[config.mk]
export PLATFORM = sky130hd
export DESIGN_NAME = escaped_llap_frame_receiver
export DESIGN_NICKNAME = d
export VERILOG_FILES = /design/src/rtl/core/llapr_pkg.sv /design/src/rtl/core/escaped_llap_frame_receiver.sv /design/src/rtl/core/llapr_crc8.sv /design/src/rtl/core/llapr_decode.sv
export SDC_FILE = /design/constraint.sdc
export NUM_CORES = 1
export LEC_CHECK = 0
export CAP_MARGIN = 20
export CORE_ASPECT_RATIO = 1.25
export CORE_MARGIN = 8
export CORE_UTILIZATION = 44
export DETAILED_ROUTE_END_ITERATION = 8
export DONT_BUFFER_PORTS = 1
export GPL_TIMING_DRIVEN = 0
export PLACE_DENSITY_LB_ADDON = 0.05
export SLEW_MARGIN = 20
export SYNTH_ARGS = -nofsm -noshare
export SYNTH_HDL_FRONTEND = slang
export SYNTH_SLANG_ARGS = --single-unit
export TNS_END_PERCENT = 20
[constraint.sdc]
create_clock -name clk -period 2.11 [get_ports clk]
set_input_delay 0.1055 -clock clk [delete_from_list [all_inputs] [get_ports clk]]
set_output_delay 0.1055 -clock clk [all_outputs]
set_load 0.05 [all_outputs]
[src/rtl/core/llapr_pkg.sv]
`timescale 1ns / 1ps

package llapr_pkg;

    localparam int MAX_FRAME_BYTES_DEF = 605;
    localparam int COUNT_W = 10;

    localparam logic [7:0] ESC_BYTE     = 8'h00;
    localparam logic [7:0] ESC_LITERAL  = 8'hFF;
    localparam logic [7:0] ESC_END      = 8'hFD;
    localparam logic [7:0] ESC_FRAMEERR = 8'hFE;
    localparam logic [7:0] ESC_ABORT    = 8'hFA;

    localparam logic [15:0] CRC_INIT     = 16'hFFFF;
    localparam logic [15:0] CRC_POLY_REF = 16'h8408;
    localparam logic [15:0] CRC_GOOD     = 16'hF0B8;

    typedef enum logic [2:0] {
        EV_NONE  = 3'd0,
        EV_GOOD  = 3'd1,
        EV_BAD   = 3'd2,
        EV_FERR  = 3'd3,
        EV_ABORT = 3'd4
    } event_t;

    typedef struct packed {
        logic                 data_valid;
        logic [7:0]           data_byte;
        logic                 overflow;
        event_t               event_res;
        logic [COUNT_W-1:0]   frame_length;
    } result_t;

endpackage

[src/rtl/core/escaped_llap_frame_receiver.sv]
`timescale 1ns / 1ps

// channel  | handshake                | payload
// ---------+--------------------------+---------------------------------------------
// rx       | rx_valid / rx_stall      | rx_byte
// res      | res_valid / res_stall    | data_valid data_byte overflow event_res
//          |                          | frame_length
//
// one word per cycle while res_stall is low; rx to res via input and result register
// the escape, crc and length state updates as a word leaves the input register
// rst_n clears valids, escape flag, length count and sets the crc to all ones
// rx_stall rises only when both registers are full and res_stall is high

module escaped_llap_frame_receiver
    import llapr_pkg::*;
#(
    parameter int MAX_FRAME_BYTES = MAX_FRAME_BYTES_DEF
)
(
    input  logic               clk,
    input  logic               rst_n,
    input  logic               rx_valid,
    output logic               rx_stall,
    input  logic [7:0]         rx_byte,
    output logic               res_valid,
    input  logic               res_stall,
    output logic               data_valid,
    output logic [7:0]         data_byte,
    output logic               overflow,
    output logic [2:0]         event_res,
    output logic [COUNT_W-1:0] frame_length
);

    logic       in_valid_reg;
    logic [7:0] in_byte_reg;
    logic       out_valid_reg;
    result_t    out_reg;
    result_t    result;
    logic       out_take;
    logic       in_take;
    logic       step;

    assign out_take = !out_valid_reg || !res_stall;
    assign in_take  = !in_valid_reg || out_take;
    assign step     = in_valid_reg && out_take;
    assign rx_stall = !in_take;

    llapr_decode #(
        .MAX_FRAME_BYTES (MAX_FRAME_BYTES)
    ) u_decode (
        .clk    (clk),
        .rst_n  (rst_n),
        .step   (step),
        .word   (in_byte_reg),
        .result (result)
    );

    always_ff @(posedge clk or negedge rst_n)
    begin
        if (!rst_n)
        begin
            in_valid_reg  <= 1'b0;
            out_valid_reg <= 1'b0;
        end
        else
        begin
            if (in_take)
            begin
                in_valid_reg <= rx_valid;
            end
            if (out_take)
            begin
                out_valid_reg <= in_valid_reg;
            end
        end
    end

    always_ff @(posedge clk)
    begin
        if (in_take && rx_valid)
        begin
            in_byte_reg <= rx_byte;
        end
        if (step)
        begin
            out_reg <= result;
        end
    end

    assign res_valid    = out_valid_reg;
    assign data_valid   = out_reg.data_valid;
    assign data_byte    = out_reg.data_byte;
    assign overflow     = out_reg.overflow;
    assign event_res    = out_reg.event_res;
    assign frame_length = out_reg.frame_length;

endmodule

[src/rtl/core/llapr_crc8.sv]
`timescale 1ns / 1ps

module llapr_crc8
    import llapr_pkg::*;
(
    input  logic [15:0] crc,
    input  logic [7:0]  data,
    output logic [15:0] crc_out
);

    always_comb
    begin
        logic [15:0] c;
        c = crc ^ {8'h00, data};
        for (int i = 0; i < 8; i++)
        begin
            if (c[0])
            begin
                c = (c >> 1) ^ CRC_POLY_REF;
            end
            else
            begin
                c = c >> 1;
            end
        end
        crc_out = c;
    end

endmodule

[src/rtl/core/llapr_decode.sv]
`timescale 1ns / 1ps

module llapr_decode
    import llapr_pkg::*;
#(
    parameter int MAX_FRAME_BYTES = MAX_FRAME_BYTES_DEF
)
(
    input  logic       clk,
    input  logic       rst_n,
    input  logic       step,
    input  logic [7:0] word,
    output result_t    result
);

    localparam logic [COUNT_W-1:0] MAX_COUNT = COUNT_W'(MAX_FRAME_BYTES);

    logic               escape_reg;
    logic               escape_next;
    logic [15:0]        crc_reg;
    logic [15:0]        crc_next;
    logic [COUNT_W-1:0] count_reg;
    logic [COUNT_W-1:0] count_next;

    logic [7:0]  fold_byte;
    logic [15:0] crc_folded;

    llapr_crc8 u_crc8 (
        .crc     (crc_reg),
        .data    (fold_byte),
        .crc_out (crc_folded)
    );

    assign fold_byte = escape_reg ? ESC_BYTE : word;

    always_comb
    begin
        logic take;
        logic finish;
        event_t ev;
        take        = 1'b0;
        finish      = 1'b0;
        ev          = EV_NONE;
        escape_next = 1'b0;
        if (escape_reg)
        begin
            case (word)
                ESC_LITERAL:  take = 1'b1;
                ESC_END:
                begin
                    finish = 1'b1;
                    ev     = (crc_reg == CRC_GOOD) ? EV_GOOD : EV_BAD;
                end
                ESC_FRAMEERR:
                begin
                    finish = 1'b1;
                    ev     = EV_FERR;
                end
                ESC_ABORT:
                begin
                    finish = 1'b1;
                    ev     = EV_ABORT;
                end
                default:      take = 1'b0;
            endcase
        end
        else if (word == ESC_BYTE)
        begin
            escape_next = 1'b1;
        end
        else
        begin
            take = 1'b1;
        end

        result     = '0;
        crc_next   = crc_reg;
        count_next = count_reg;
        if (take)
        begin
            crc_next = crc_folded;
            if (count_reg < MAX_COUNT)
            begin
                count_next        = count_reg + COUNT_W'(1);
                result.data_valid = 1'b1;
                result.data_byte  = fold_byte;
            end
            else
            begin
                result.overflow = 1'b1;
            end
        end
        if (finish)
        begin
            result.event_res    = ev;
            result.frame_length = count_reg;
            crc_next            = CRC_INIT;
            count_next          = '0;
        end
    end

    always_ff @(posedge clk or negedge rst_n)
    begin
        if (!rst_n)
        begin
            escape_reg <= 1'b0;
            crc_reg    <= CRC_INIT;
            count_reg  <= '0;
        end
        else if (step)
        begin
            escape_reg <= escape_next;
            crc_reg    <= crc_next;
            count_reg  <= count_next;
        end
    end

endmodule
; Yosys cells after proc, flatten, opt, wreduce, memory -nomap -nowiden
; Index checks and enable logic that the tools add are counted.
[classes]
eq_ne = 5
muxes = 25
n_reduce_logical = 16
n_addsub = 1
n_lt_le_gt_ge = 1
bitwise_logic = 9
[op_table]
columns = op, n
row1 = $mux 16, 10
row2 = $eq 8x8->1 const B, 4
row3 = $mux 10, 3
row4 = $not 2->3, 8
row5 = $eq 16x16->1 const B, 1
row6 = $xor 16x8->16, 1
row7 = $add 10x1->10 const B, 1
row8 = $lt 10x10->1 const B, 1
row9 = $mux 9, 1
row10 = $pmux 3 s3, 1
row11 = $logic_not 8->1, 1
row12 = $mux 1, 8
row13 = $mux 8, 1
row14 = $reduce_and 2->1, 3
row15 = $logic_not 1->1, 4
row16 = $reduce_bool 2->1, 2
row17 = $reduce_and 3->1, 1
row18 = $reduce_or 3->1, 1
row19 = $logic_and 1x1->1, 2
row20 = $logic_or 1x1->1, 2
row21 = $mux 2, 1
[totals]
reg_bits = 60
out_inout_bits = 25
inputBits = 12

; Longest topological paths before layout
[logic_depth]
depth_word = 20
mapped_depth = 8
mapped_depth_nobuf = 7

; Hierarchy
; Synthesis repeated with hierarchy kept, for this count alone.
[hier_totals]
cells_unflattened = 225
area_unflattened_um2 = 2997.9
[by_module_without_submodules]
columns = mod, n_inst, cells_per_inst, area_per_inst_um2
row1 = llapr_decode, 1, 161, 1594.0
row2 = escaped_llap_frame_receiver, 1, 39, 1023.5
row3 = llapr_crc8, 1, 25, 380.4

; Worst setup path after synthesis
; OpenSTA, ideal clock, no wires.
[synth_timing]
path_kind = register -> register
startpoint = register out_valid_reg (netlist: res_valid)
endpoint = register u_decode.count_reg[5]
setup_ns = 0.104
arrival_time_ns = 2.181
path_slack_ns = -0.175
stages_incl_launch_ff = 7
cell_sequence = dfrtp_1 nand2_1 nand2_1 inv_1 nand2_2 or4_1 o311ai_1
[synth_via]
elab_chain_cells = 4
[synth_lines]
columns = item, line
row1 = from (decl), escaped_llap_frame_receiver.sv:36  ; logic out_valid_reg;
row2 = from (signal assigned), escaped_llap_frame_receiver.sv:73  ; out_valid_reg <= in_valid_reg;
row3 = $logic_not 1->1, escaped_llap_frame_receiver.sv:43  ; assign out_take = !out_valid_reg || !res_stall;
row4 = $logic_or 1x1->1, escaped_llap_frame_receiver.sv:43
row5 = $logic_and 1x1->1, escaped_llap_frame_receiver.sv:45  ; assign step = in_valid_reg && out_take;
row6 = net step, escaped_llap_frame_receiver.sv:41  ; logic step;
row7 = $reduce_and 3->1 (no source line), --
row8 = to (signal assigned), llapr_decode.sv:114  ; count_reg <= count_next;
row9 = to (decl), llapr_decode.sv:22  ; logic [COUNT_W-1:0] count_reg;
; The timed path passes the listed nets, and every way through them passes these cells.
; A chain may end at the register's enable or synchronous reset.

; Worst setup path in the final report
[layout_timing]
startpoint = register u_decode.count_reg[1]
endpoint = register u_decode.count_reg[6]
[layout_via]
elab_chain_cells = 4
[layout_lines]
columns = item, line
row1 = $add 10x1->10, llapr_decode.sv:84  ; count_next = count_reg + COUNT_W'(1);
row2 = $mux 10, llapr_decode.sv:82  ; if (count_reg < MAX_COUNT)
row3 = $mux 10, llapr_decode.sv:79  ; if (take)
row4 = $mux 10, llapr_decode.sv:93  ; if (finish)
; Parallel ways exist; a longest one is shown, timed or not. The select of a mux whose other input is x is not followed.

==> run summary <==
post-synthesis sequential area ratio: 57.6%
Final Hold Violating Endpoints: 0
Top Ports: 37
CTS buffer count: 9
# DRC: 0
clock buffer depth: 2
Synth Register Bits: 60
ant diodes: 0
top-area cell type share of the netlist area: 32.0%
grt ovf: 0
setup TNS: 0 ps
vias: 1962
largest net degree at the start of global routing: 30
I/O Buffers: 0
Synth async-reset ratio: 48.3%
crit-path max FO: 5
grt met3 use: 4.44%
Routability Congestion: 0.770
Die ar.: 9490 um^2
layout cells sized above 1: 23.9%
critical path launch point type: register
# rows: 33
YS warnings: 0
Final period util: 97.4%
crit-path cells: inv_2 -> ha_1 -> and4b_4 -> o41ai_4 -> buf_4 -> o21ai_2 -> or4_1 -> nand3_1
Total Power: 4.57 mW
Hold Crit Class: primary input to register
cell area after layout: 3490 um^2
Worst Tran Pin Value: 618 ps
Power Density: 1310 nW/um^2
busiest grt layer: met2
Mapped Nets: 261
H-tree depth: 3
post-synthesis cell area: 2910 um^2
synth top area cells: edfxtp_1 (32%), dfstp_2 (14%), dfrtp_1 (11%)
area grow syn2layout: 20.0%
Synth Area per Inst: 11.8 um^2
Nets: 298
GRT Total Usage: 14.1%
Yosys top cell by area: edfxtp_1
Slew HR: 58.8%
fin util: 53.9%
vias in the first global route: 1978
dpl ws: -544 ps
initial antenna violation count: 0
clk_skew: 12.6 ps
Peak Freq: 0.487 GHz
first-pass GRT wire length: 10100 um
hold path cells: 1
max reg flops: 16
Post-DP HPWL: 4160 um
max_cap viols: 0
Period minus WS final: 2060 ps
crit end category: register
Max IR drop VDD: 574 uV
Pleak: 1.31 nW
count of cell types in the netlist: 47
Core ar.: 6480 um^2
clock sinks: 60
Die H: 107 um
status: finished, final reports clean
Routed wire per std cell: 16.8 um
vias per std cell: 5.22
count leader, synth: edfxtp_1
r2r worst-path depth: 8
Post-synth EDFFs: 31
CTS tree: yes
met1 Resource Use GR: 18.7%
cell count after synthesis: 247
Area after DPL: 3020 um^2
WS Path Type: register to register
met2 Usage GRT: 20.3%
top post-synthesis cells by count: edfxtp_1 (31), nor2_1 (27), a21oi_1 (19), and2_1 (16), dfstp_2 (16)
max incr delay on CP: 480 ps
clock input transition at the sequential cells of the worst setup and hold paths: 70 ps
iteration count of the initial detailed-routing pass: 4
crit path DAT: 2330 ps
fin cells: 376
clk root buf: clkbuf_8
slowest CP cell: or4_1
post-route worst setup slack: 54.7 ps
Iter 0 DRT Violations: 105
Req. time, crit path: 2390 ps
die width: 88.7 um
DRT Wirelength: 6330 um
Setup Viol. Count Final: 0
placed cells: 334
Worst-Skew Late Latency: 340 ps
Final Max Tran Viols: 0
prevailing post-synth register cell: edfxtp_1
initial core utilization: 44.9%
Min Hold Slack: 192 ps
ANT nets after route: 0
[layout make-up]
cell class	instances	area, um^2
Tap cell	87	109
Clock buffer	15	188
Buffer	7	45.0
Sequential cell	60	1680
Clock inverter	1	5.00
Multi-Input combinational cell	174	1200
Timing Repair Buffer	24	223
Timing Repair inverter	1	7.51
Fill cell	575	2990
Inverter	7	30.0
[cell families (layout without fill, tap and decap cells)]
logic type | after synthesis | after routing | share of synthesized area, %
AND/OR/NAND/NOR | 105 | 105 | 20.2
flip-flops | 60 | 60 | 57.6
AO/OA/AOI/OAI | 40 | 41 | 10.5
XOR/XNOR | 25 | 25 | 8.04
buffers and inverters | 14 | 55 | 2.32
adder cells (fa/ha/maj) | 2 | 2 | 0.860
multiplexers | 1 | 1 | 0.387
[cells in the final DEF, fill, tap and decap left out, types with 2 or more instances in the layout]
| cell type | synthesis | routed |
|---|---|---|
| a21o_1 | 3 | 3 |
| a21oi_1 | 19 | 18 |
| and2_1 | 16 | 16 |
| and2b_1 | 2 | 2 |
| and4_1 | 2 | 2 |
| buf_2 | 3 | 2 |
| buf_4 | 1 | 12 |
| clkbuf_1 | 2 | 4 |
| clkbuf_8 | 0 | 11 |
| clkinvlp_4 | 0 | 2 |
| dfrtp_1 | 13 | 11 |
| dfrtp_2 | 0 | 2 |
| dfstp_2 | 16 | 16 |
| dlygate4sd3_1 | 0 | 12 |
| edfxtp_1 | 31 | 31 |
| ha_1 | 2 | 2 |
| inv_1 | 7 | 4 |
| inv_2 | 0 | 2 |
| nand2_1 | 11 | 11 |
| nand2b_1 | 4 | 4 |
| nand3_1 | 12 | 12 |
| nand4_1 | 6 | 6 |
| nor2_1 | 27 | 26 |
| nor2b_1 | 7 | 7 |
| nor3_1 | 2 | 2 |
| o211ai_1 | 6 | 6 |
| or4_1 | 7 | 6 |
| xnor2_1 | 15 | 15 |
| xnor2_2 | 2 | 2 |
| xor2_1 | 8 | 8 |
[layer usage]
metal	vias up	share of wire, %	wire (um)
met5	-	0	0
met4	0	1.6	99
li1	968	-	-
met1	928	48	3050
met3	9	4.8	305
met2	57	45	2870
[worst paths after layout]
path / start / slack (ps) / to
min in group asynchronous: rst_n / 200 / u_decode.count_reg[9]
max in group asynchronous: rst_n / 1660 / u_decode.crc_reg[1]
hold reg to reg: in_valid_reg / 500 / res_valid
setup / recovery: u_decode.count_reg[1] / 50 / u_decode.count_reg[6]
setup reg to reg: u_decode.count_reg[1] / 50 / u_decode.count_reg[6]
hold / removal: rx_valid / 190 / in_byte_reg[1]
[where the power goes]
part	internal, mW	total, mW	switching (mW)
sequential	1.65	2.12	0.464
combinational	0.718	1.46	0.742
clock	0.562	0.991	0.429
total	2.93	4.57	1.64
[critical path: cells and delay by family, from the launching register on]
| kind | cells | cell delay [ps] |
|---|---|---|
| compound gates | 2 | 410 |
| fa+ha+maj | 1 | 120 |
| buf+inv | 2 | 270 |
| flops | 1 | 430 |
| simple gates | 3 | 770 |
[repair_timing]
action                     4_1_cts  5_1_grt
resized for setup                2       12
setup buffers                    1       10
hold endpoints to repair        39        0
setup endpoints to repair       26       31
pin swaps                        0        4
hold buffers                    13        0
gates cloned                     1        1
Note: power is estimated with default switching activity, not from simulation.
